**src/sv/srsw_pkg.sv**
```systemverilog
`timescale 1ns / 1ps

package srsw_pkg;

  localparam int unsigned WINDOW_DEPTH_DEF = 16;

  localparam logic [10:0] MAX_CHUNK   = 11'd1456;
  localparam logic [15:0] AGE_MAX     = 16'hFFFF;
  localparam logic [1:0]  ACK_TYPE    = 2'd3;

  localparam logic [4:0]  WIN_RST     = 5'd16;
  localparam logic [15:0] TIMEOUT_RST = 16'd500;
  localparam logic [31:0] TOTAL_RST   = 32'd0;
  localparam logic [10:0] CHUNK_RST   = 11'd1456;

  typedef enum logic [1:0] {
    CFG_WINDOW_SIZE = 2'd0,
    CFG_TIMEOUT_MS  = 2'd1,
    CFG_TOTAL_BYTES = 2'd2,
    CFG_CHUNK_BYTES = 2'd3
  } cfg_idx_e;

  typedef enum logic [1:0] {
    KIND_SEND   = 2'd0,
    KIND_RETX   = 2'd1,
    KIND_STATUS = 2'd2
  } kind_e;

  typedef enum logic [2:0] {
    ST_IDLE,
    ST_FILL,
    ST_RD,
    ST_EV,
    ST_POP,
    ST_STAT
  } state_e;

  typedef struct packed {
    logic        acked;
    logic [15:0] age;
    logic [10:0] len;
  } entry_t;

  typedef struct packed {
    logic capture;
    logic fill;
    logic rd;
    logic scan;
    logic pop;
    logic stat;
  } cmd_t;

  typedef struct packed {
    logic fill_more;
    logic occ_zero;
    logic scan_last;
    logic need_rtx;
    logic emit_ok;
  } sts_t;

endpackage

```
**src/sv/srsw_ctrl.sv**
```systemverilog
`timescale 1ns / 1ps

module srsw_ctrl (
  input  logic             clk_i,
  input  logic             rst_ni,
  input  logic             in_valid_i,
  output logic             in_ready_o,
  input  srsw_pkg::sts_t   sts_i,
  output srsw_pkg::cmd_t   cmd_o
);

  srsw_pkg::state_e state_q, state_d;

  always_ff @(posedge clk_i or negedge rst_ni) begin
    if (!rst_ni) begin
      state_q <= srsw_pkg::ST_IDLE;
    end else begin
      state_q <= state_d;
    end
  end

  always_comb begin
    state_d    = state_q;
    cmd_o      = '0;
    in_ready_o = 1'b0;
    unique case (state_q)
      srsw_pkg::ST_IDLE: begin
        in_ready_o = 1'b1;
        if (in_valid_i) begin
          cmd_o.capture = 1'b1;
          state_d       = srsw_pkg::ST_FILL;
        end
      end
      srsw_pkg::ST_FILL: begin
        if (sts_i.fill_more) begin
          cmd_o.fill = sts_i.emit_ok;
        end else if (sts_i.occ_zero) begin
          state_d = srsw_pkg::ST_POP;
        end else begin
          state_d = srsw_pkg::ST_RD;
        end
      end
      srsw_pkg::ST_RD: begin
        cmd_o.rd = 1'b1;
        state_d  = srsw_pkg::ST_EV;
      end
      srsw_pkg::ST_EV: begin
        // a retransmit waits for room in the output register
        if (!sts_i.need_rtx || sts_i.emit_ok) begin
          cmd_o.scan = 1'b1;
          state_d    = sts_i.scan_last ? srsw_pkg::ST_POP : srsw_pkg::ST_RD;
        end
      end
      srsw_pkg::ST_POP: begin
        cmd_o.pop = 1'b1;
        state_d   = srsw_pkg::ST_STAT;
      end
      srsw_pkg::ST_STAT: begin
        if (sts_i.emit_ok) begin
          cmd_o.stat = 1'b1;
          state_d    = srsw_pkg::ST_IDLE;
        end
      end
      default: state_d = srsw_pkg::ST_IDLE;
    endcase
  end

endmodule

```
**src/sv/srsw_dp.sv**
```systemverilog
`timescale 1ns / 1ps

module srsw_dp #(
  parameter int unsigned WINDOW_DEPTH = srsw_pkg::WINDOW_DEPTH_DEF
) (
  input  logic             clk_i,
  input  logic             rst_ni,
  input  logic             cfg_we_i,
  input  logic [1:0]       cfg_idx_i,
  input  logic [31:0]      cfg_data_i,
  input  logic             has_packet_i,
  input  logic [1:0]       pkt_type_i,
  input  logic [31:0]      pkt_seq_i,
  input  logic [9:0]       elapsed_ms_i,
  output logic             out_valid_o,
  input  logic             out_ready_i,
  output logic [1:0]       kind_o,
  output logic [31:0]      seq_o,
  output logic [10:0]      length_o,
  output logic [4:0]       occupancy_o,
  output logic             done_res_o,
  output logic             last_o,
  input  srsw_pkg::cmd_t   cmd_i,
  output srsw_pkg::sts_t   sts_o
);

  localparam int unsigned SW = (WINDOW_DEPTH > 1) ? $clog2(WINDOW_DEPTH) : 1;
  localparam int unsigned CW = $clog2(WINDOW_DEPTH + 1);

  function automatic logic [SW-1:0] slot_inc(input logic [SW-1:0] s);
    if (32'(s) == WINDOW_DEPTH - 1) begin
      return '0;
    end
    return s + SW'(1);
  endfunction

  // configuration
  logic [4:0]  win_size_q;
  logic [15:0] timeout_q;
  logic [31:0] total_q;
  logic [10:0] chunk_q;

  // window state
  logic [31:0]   head_seq_q, next_seq_q, bytes_sent_q;
  logic [CW-1:0] occ_q;
  logic [SW-1:0] head_slot_q, next_slot_q;

  // scan state
  logic [SW-1:0] scan_slot_q;
  logic [31:0]   scan_seq_q;
  logic [CW-1:0] idx_q, pop_cnt_q;
  logic          prefix_q;

  // latched request
  logic        has_pkt_q;
  logic [1:0]  type_q;
  logic [31:0] pkt_seq_q;
  logic [9:0]  elapsed_q;

  srsw_pkg::entry_t mem_q [WINDOW_DEPTH];
  srsw_pkg::entry_t rdata_q;

  logic             out_valid_q;
  srsw_pkg::kind_e  kind_q;
  logic [31:0]      seq_q;
  logic [10:0]      length_q;
  logic [4:0]       occ_out_q;
  logic             done_q;
  logic             last_q;

  // combinational
  logic [31:0]      win32;
  logic [CW-1:0]    win;
  logic [10:0]      chunk_eff;
  logic [31:0]      rem;
  logic [10:0]      fill_len;
  logic [16:0]      age_sum;
  logic [15:0]      age_new;
  logic             is_ack, proceed, hit, acked_new, need_rtx, emit_ok, out_set;
  logic [CW:0]      pop_sum;
  logic [SW-1:0]    head_slot_new;
  logic [31:0]      occ_ext;
  logic             mem_we;
  logic [SW-1:0]    mem_waddr;
  srsw_pkg::entry_t mem_wdata;

  always_comb begin
    win32 = (32'(win_size_q) > WINDOW_DEPTH) ? 32'(WINDOW_DEPTH) : 32'(win_size_q);
    win   = CW'(win32);

    if (chunk_q == 11'd0) begin
      chunk_eff = 11'd1;
    end else if (chunk_q > srsw_pkg::MAX_CHUNK) begin
      chunk_eff = srsw_pkg::MAX_CHUNK;
    end else begin
      chunk_eff = chunk_q;
    end
    rem      = total_q - bytes_sent_q;
    fill_len = (rem < 32'(chunk_eff)) ? rem[10:0] : chunk_eff;

    age_sum   = 17'(rdata_q.age) + 17'(elapsed_q);
    age_new   = age_sum[16] ? srsw_pkg::AGE_MAX : age_sum[15:0];
    is_ack    = has_pkt_q && (type_q == srsw_pkg::ACK_TYPE);
    proceed   = !has_pkt_q || (type_q == srsw_pkg::ACK_TYPE);
    hit       = is_ack && (pkt_seq_q == scan_seq_q);
    acked_new = rdata_q.acked | hit;
    need_rtx  = proceed && !acked_new && (age_new >= timeout_q);

    emit_ok = !out_valid_q || out_ready_i;
    out_set = cmd_i.fill | cmd_i.stat | (cmd_i.scan & need_rtx);

    pop_sum       = (CW + 1)'(head_slot_q) + (CW + 1)'(pop_cnt_q);
    head_slot_new = (pop_sum >= (CW + 1)'(WINDOW_DEPTH)) ?
                    SW'(pop_sum - (CW + 1)'(WINDOW_DEPTH)) : SW'(pop_sum);

    occ_ext = 32'(occ_q);

    mem_we    = cmd_i.fill | cmd_i.scan;
    mem_waddr = cmd_i.fill ? next_slot_q : scan_slot_q;
    if (cmd_i.fill) begin
      mem_wdata = '{acked: 1'b0, age: 16'd0, len: fill_len};
    end else begin
      mem_wdata = '{acked: acked_new, age: (need_rtx ? 16'd0 : age_new), len: rdata_q.len};
    end
  end

  assign sts_o.fill_more = (occ_q < win) && (bytes_sent_q < total_q);
  assign sts_o.occ_zero  = (occ_q == '0);
  assign sts_o.scan_last = ((idx_q + CW'(1)) == occ_q);
  assign sts_o.need_rtx  = need_rtx;
  assign sts_o.emit_ok   = emit_ok;

  // window memory: one write and one registered read a cycle
  always_ff @(posedge clk_i) begin
    if (mem_we) begin
      mem_q[mem_waddr] <= mem_wdata;
    end
    if (cmd_i.rd) begin
      rdata_q <= mem_q[scan_slot_q];
    end
  end

  always_ff @(posedge clk_i or negedge rst_ni) begin
    if (!rst_ni) begin
      win_size_q   <= srsw_pkg::WIN_RST;
      timeout_q    <= srsw_pkg::TIMEOUT_RST;
      total_q      <= srsw_pkg::TOTAL_RST;
      chunk_q      <= srsw_pkg::CHUNK_RST;
      head_seq_q   <= '0;
      next_seq_q   <= '0;
      bytes_sent_q <= '0;
      occ_q        <= '0;
      head_slot_q  <= '0;
      next_slot_q  <= '0;
      scan_slot_q  <= '0;
      idx_q        <= '0;
      pop_cnt_q    <= '0;
      prefix_q     <= 1'b0;
      out_valid_q  <= 1'b0;
    end else begin
      if (cfg_we_i) begin
        unique case (srsw_pkg::cfg_idx_e'(cfg_idx_i))
          srsw_pkg::CFG_WINDOW_SIZE: win_size_q <= cfg_data_i[4:0];
          srsw_pkg::CFG_TIMEOUT_MS:  timeout_q  <= cfg_data_i[15:0];
          srsw_pkg::CFG_TOTAL_BYTES: total_q    <= cfg_data_i;
          srsw_pkg::CFG_CHUNK_BYTES: chunk_q    <= cfg_data_i[10:0];
          default: ;
        endcase
      end

      if (cmd_i.capture) begin
        scan_slot_q <= head_slot_q;
        idx_q       <= '0;
        pop_cnt_q   <= '0;
        prefix_q    <= 1'b1;
      end

      if (cmd_i.fill) begin
        next_seq_q   <= next_seq_q + 32'd1;
        next_slot_q  <= slot_inc(next_slot_q);
        bytes_sent_q <= bytes_sent_q + 32'(fill_len);
        occ_q        <= occ_q + CW'(1);
      end

      if (cmd_i.scan) begin
        idx_q       <= idx_q + CW'(1);
        scan_slot_q <= slot_inc(scan_slot_q);
        // count the run of acked entries from the head
        if (prefix_q && acked_new) begin
          pop_cnt_q <= pop_cnt_q + CW'(1);
        end else begin
          prefix_q <= 1'b0;
        end
      end

      if (cmd_i.pop && proceed) begin
        head_seq_q  <= head_seq_q + 32'(pop_cnt_q);
        head_slot_q <= head_slot_new;
        occ_q       <= occ_q - pop_cnt_q;
      end

      if (out_set) begin
        out_valid_q <= 1'b1;
      end else if (out_ready_i) begin
        out_valid_q <= 1'b0;
      end
    end
  end

  // payload registers
  always_ff @(posedge clk_i) begin
    if (cmd_i.capture) begin
      has_pkt_q  <= has_packet_i;
      type_q     <= pkt_type_i;
      pkt_seq_q  <= pkt_seq_i;
      elapsed_q  <= elapsed_ms_i;
      scan_seq_q <= head_seq_q;
    end else if (cmd_i.scan) begin
      scan_seq_q <= scan_seq_q + 32'd1;
    end

    if (cmd_i.fill) begin
      kind_q    <= srsw_pkg::KIND_SEND;
      seq_q     <= next_seq_q;
      length_q  <= fill_len;
      occ_out_q <= 5'd0;
      done_q    <= 1'b0;
      last_q    <= 1'b0;
    end else if (cmd_i.scan && need_rtx) begin
      kind_q    <= srsw_pkg::KIND_RETX;
      seq_q     <= scan_seq_q;
      length_q  <= rdata_q.len;
      occ_out_q <= 5'd0;
      done_q    <= 1'b0;
      last_q    <= 1'b0;
    end else if (cmd_i.stat) begin
      kind_q    <= srsw_pkg::KIND_STATUS;
      seq_q     <= 32'd0;
      length_q  <= 11'd0;
      occ_out_q <= occ_ext[4:0];
      done_q    <= (bytes_sent_q >= total_q) && (occ_q == '0);
      last_q    <= 1'b1;
    end
  end

  assign out_valid_o = out_valid_q;
  assign kind_o      = kind_q;
  assign seq_o       = seq_q;
  assign length_o    = length_q;
  assign occupancy_o = occ_out_q;
  assign done_res_o  = done_q;
  assign last_o      = last_q;

endmodule

```
**src/sv/selective_repeat_send_window.sv**
```systemverilog
// the next request is taken once the round's status is loaded
// a round issues new sends (up to WINDOW_DEPTH), then scans each window entry after the fill,
//   then pops the acked head (not after a non-ack packet) and loads the status result
// the window memory is read and written back once per entry
// an output register holds each result; a stalled result stops the round at the next result to load until taken
// reset: async active low, empty window, counters zero, registers to their defaults
`timescale 1ns / 1ps

module selective_repeat_send_window #(
  parameter int unsigned WINDOW_DEPTH = srsw_pkg::WINDOW_DEPTH_DEF
) (
  input  logic        clk_i,
  input  logic        rst_ni,
  input  logic        cfg_we_i,
  input  logic [1:0]  cfg_idx_i,
  input  logic [31:0] cfg_data_i,
  input  logic        in_valid_i,
  output logic        in_ready_o,
  input  logic        has_packet_i,
  input  logic [1:0]  pkt_type_i,
  input  logic [31:0] pkt_seq_i,
  input  logic [9:0]  elapsed_ms_i,
  output logic        out_valid_o,
  input  logic        out_ready_i,
  output logic [1:0]  kind_o,
  output logic [31:0] seq_o,
  output logic [10:0] length_o,
  output logic [4:0]  occupancy_o,
  output logic        done_res_o,
  output logic        last_o
);

  srsw_pkg::cmd_t cmd;
  srsw_pkg::sts_t sts;

  srsw_ctrl u_ctrl (
    .clk_i      (clk_i),
    .rst_ni     (rst_ni),
    .in_valid_i (in_valid_i),
    .in_ready_o (in_ready_o),
    .sts_i      (sts),
    .cmd_o      (cmd)
  );

  srsw_dp #(
    .WINDOW_DEPTH (WINDOW_DEPTH)
  ) u_dp (
    .clk_i        (clk_i),
    .rst_ni       (rst_ni),
    .cfg_we_i     (cfg_we_i),
    .cfg_idx_i    (cfg_idx_i),
    .cfg_data_i   (cfg_data_i),
    .has_packet_i (has_packet_i),
    .pkt_type_i   (pkt_type_i),
    .pkt_seq_i    (pkt_seq_i),
    .elapsed_ms_i (elapsed_ms_i),
    .out_valid_o  (out_valid_o),
    .out_ready_i  (out_ready_i),
    .kind_o       (kind_o),
    .seq_o        (seq_o),
    .length_o     (length_o),
    .occupancy_o  (occupancy_o),
    .done_res_o   (done_res_o),
    .last_o       (last_o),
    .cmd_i        (cmd),
    .sts_o        (sts)
  );

endmodule

```
**config.mk**
```make
export PLATFORM = sky130hd
export DESIGN_NAME = selective_repeat_send_window
export DESIGN_NICKNAME = d
export VERILOG_FILES = /design/src/sv/srsw_pkg.sv /design/src/sv/srsw_ctrl.sv /design/src/sv/srsw_dp.sv /design/src/sv/selective_repeat_send_window.sv
export SDC_FILE = /design/constraint.sdc
export NUM_CORES = 1
export LEC_CHECK = 0
export BUFFER_PORTS_ARGS = -buffer_cell sky130_fd_sc_hd__buf_2
export CORE_MARGIN = 2
export CORE_UTILIZATION = 58
export CTS_BUF_LIST = sky130_fd_sc_hd__clkbuf_4
export DETAILED_ROUTE_END_ITERATION = 6
export GPL_ROUTABILITY_DRIVEN = 0
export PLACE_DENSITY = 0.82
export SYNTH_ARGS = -nofsm -noshare
export SYNTH_HDL_FRONTEND = slang
export SYNTH_SLANG_ARGS = --single-unit
```
**constraint.sdc**
```tcl
create_clock -name clk_i -period 6.4 [get_ports clk_i]
set_input_delay 0.32 -clock clk_i [delete_from_list [all_inputs] [get_ports clk_i]]
set_output_delay 0.32 -clock clk_i [all_outputs]
set_load 0.02 [all_outputs]
```
==> metrics.yaml <==
grt_pass1_wl_um: 146000
fin_cells: 4158
num_vias: 26097
period_minus_slack_ns: 6.51
final_core_util_pct: 69.7
ys_seq_area_share_pct: 62.6
wl_per_cell_um: 23.5
cts_inserted_buffers: 192
syn_avg_cell_area_sq_um: 13.6
io_buffers: 137
synth_nets: 2872
power_leakage_nw: 16.7
synth_edf_count: 596
area_growth_pct: 19.4
setup_slack_ns: -0.111
pin_count: 138
cts.path.max_buffers: 3
max_freq_mhz: 154
antenna_found_initial: 8
drt_wl_total_um: 97800
grt_max_degree: 106
cts.reportedPaths.clkPinSlew_ns: 0.07
synth-async-reset-ratio_pct: 24.1
num-nets-final: 3349
clock-sinks: 796
nFillCells: 3983
rsz0062_at_grt: "true"
crit_path_end_kind: "flip-flop"
hold_violations: 0
critPathLaunchType: "flip-flop"
firstDrtPassIters: 6
rrSetupSlack_ns: -0.11
cts_tree: "done"
syn_area_sq_um: 36500
max_stage_delay_ns: 0.37
start_util_pct: 58.3
core_area_sq_um: 62600
ys_ff_latch: 796
worst_pin_slew_ns: 1.16
crit_fanout: 4
fp-row-count: 92
worst-endpoint-arrival_ns: 7.50
die_y_um: 255
syn_inst: 2681
die_w_um: 255
final_common_cell: "edfxtp_1"
dpl.hpwl_um: 56300
ys_warn_count: 0
maxSlewHeadroom_pct: 22.5
drive_gt1_share_pct: 25.8
preCtsSetupSlack_ns: -0.598
die-area_sq_um: 65000
ir_drop_v: 0.000468
drv_cap: 0
path_class: "flip-flop to flip-flop"
power_density_nw_per_um2: 455
placed_cells: 3636
skew_ns: 0.0856
ant_nets: 0
vias_per_cell: 6.28
first_global_vias: 26683
clk_latency_ns: 1.15
status: "finished, violations left"
h-tree-depth: 4
synth_ff_type: "edfxtp_1"
fin_crit_sh_pct: 102
synth_cell_types: 93
grt-ovfl-total: 0
cts_root_buf: "clkbuf_4"
drt-initial-drc-count: 3028
slowest_stage: "dfrtp_1"
final_cell_mix: "edfxtp_1, clkbuf_4, nand2_1"
p_total_mw: 19.8
path_common_cell: "o21ai_2"
setup_viol: 16
cp.required_ns: 7.39
drc: 0
drv_slew: 0
hp-class: "input pin to flip-flop"
violations: "negative setup slack"
hold_ws_ns: 0.00221
grt_usage_pct: 29.8
==> metrics by stage <==
stage	area (sq um)	setup TNS, ns
6_report	43600	-0.657
3_5_place_dp	38800	-11.03
5_1_grt	43600	-6.95
2_1_floorplan	36500	0
3_3_place_gp	38800	-1.75
4_1_cts	42900	-3.63
==> registers in the layout, summed over array words and instances (netlist names), 3 cells and up <==
signal	cells
u_dp.next_slot_q	4
u_dp.scan_seq_q	32
u_dp.timeout_q	16
u_dp.head_slot_q	4
u_ctrl.state_q	3
u_dp.pkt_seq_q	32
u_dp.occ_q	5
u_dp.idx_q	5
u_dp.occupancy_o	5
u_dp.scan_slot_q	4
u_dp.bytes_sent_q	32
u_dp.chunk_q	11
u_dp.mem_q	448
u_dp.head_seq_q	32
u_dp.next_seq_q	32
u_dp.total_q	32
u_dp.pop_cnt_q	5
u_dp.win_size_q	5
u_dp.rdata_q	28
u_dp.elapsed_q	10
u_dp.length_o	11
u_dp.seq_o	32
==> layer usage <==
metal / vias to the layer above / wire [um] / track usage [%]
li1: 11228 / - / -
met1: 12658 / 35100 / 36.1
met2: 1746 / 47300 / 48.5
met3: 463 / 9410 / 7.65
met4: 2 / 5910 / 17.8
met5: - / 18 / 0
==> critical path, delay by kind of cell (launching register included) <==
kind	cells	cell delay, ns
buffers and inverters	6	0.60
and+or+nand+nor	4	0.77
DFF	1	0.37
AOI/OAI and AO/OA	15	2.76
adders and majority gates	5	1.30
muxes	1	0.25
xor gates and xnor gates	2	0.35
==> path summary, 6_finish.rpt <==
kind / cells after the start / from / to
max: 33 / u_dp.total_q[0] / u_dp.bytes_sent_q[18]
min: 3 / cfg_data_i[24] / u_dp.total_q[24]
max reg2reg: 33 / u_dp.total_q[0] / u_dp.bytes_sent_q[18]
min reg2reg: 1 / u_dp.bytes_sent_q[24] / u_dp.bytes_sent_q[24]
max in group asynchronous: 4 / rst_ni / u_dp.next_seq_q[8]
min in group asynchronous: 3 / rst_ni / u_dp.chunk_q[3]
==> repair_timing <==
item | 4_1_cts | 5_1_grt
pin swaps | 24 | 32
gates resized for setup | 20 | 105
endpoints found under the setup margin | 106 | 801
hold buffers | 151 | 0
endpoints found under the hold margin | 230 | 0
setup buffers | 5 | 20
==> layout make-up <==
class,instances,area (sq um),area share [%]
Inverter,116,437,1.00
Clock buffer,285,2140,4.91
Clock inverter,48,390,0.895
Multi-Input combinational cell,1642,13300,30.6
Sequential cell,796,22900,52.5
Antenna cell,15,37.5,0.0861
Tap cell,846,1060,2.43
Timing Repair Buffer,410,3330,7.64
==> cells by family (layout without fill, tap and decap cells) <==
logic type | after synthesis | count (layout) | share of synthesized area (%)
AO/OA/AOI/OAI | 488 | 488 | 9.11
XOR/XNOR | 189 | 189 | 4.53
adder cells (fa/ha/maj) | 107 | 107 | 3.79
buffers and inverters | 243 | 859 | 2.78
flip-flops | 796 | 796 | 62.6
multiplexers | 262 | 262 | 9.36
other | 0 | 15 | 0
AND/OR/NAND/NOR | 596 | 596 | 7.82
==> report_power, final <==
| group | total, mW | leakage, nW | switching [mW] | internal, mW |
|---|---|---|---|---|
| registers | 8.16 | 7.85 | 0.792 | 7.37 |
| clock network | 4.36 | 1.49 | 2.08 | 2.28 |
| logic | 7.31 | 7.35 | 4.44 | 2.87 |
| total | 19.8 | 16.7 | 7.32 | 12.5 |
==> synthesized netlist by cell type, types with 9 or more instances <==
library cell  count  area, sq um
mux4_2           56         1260
nand2_1         211          792
o21a_1           11         82.6
xor2_1           50          438
nor2b_1          14         87.6
a21o_1           28          210
edfxtp_1        596        17900
dfrtp_1         180         4500
nor4_1           19          119
dfstp_2          12          315
mux2i_1         129         1290
clkbuf_1         97          364
nand3_1          65          325
a22o_1           30          263
and2_1            9         56.3
and3_1           24          150
nand4_1          56          350
a221oi_1         58          508
xnor2_1         139         1220
inv_1           116          435
o21ai_0         147          736
a21oi_1          79          395
a22oi_1          31          233
mux2_2           77          867
buf_1            10         37.5
a31oi_1          13         81.3
nor2_1          110          413
ha_1            101         1260
or3_1            10         62.6
nand2b_1         15         93.8
nor3_1           29          145
Note: power is estimated with default switching activity, not from simulation.
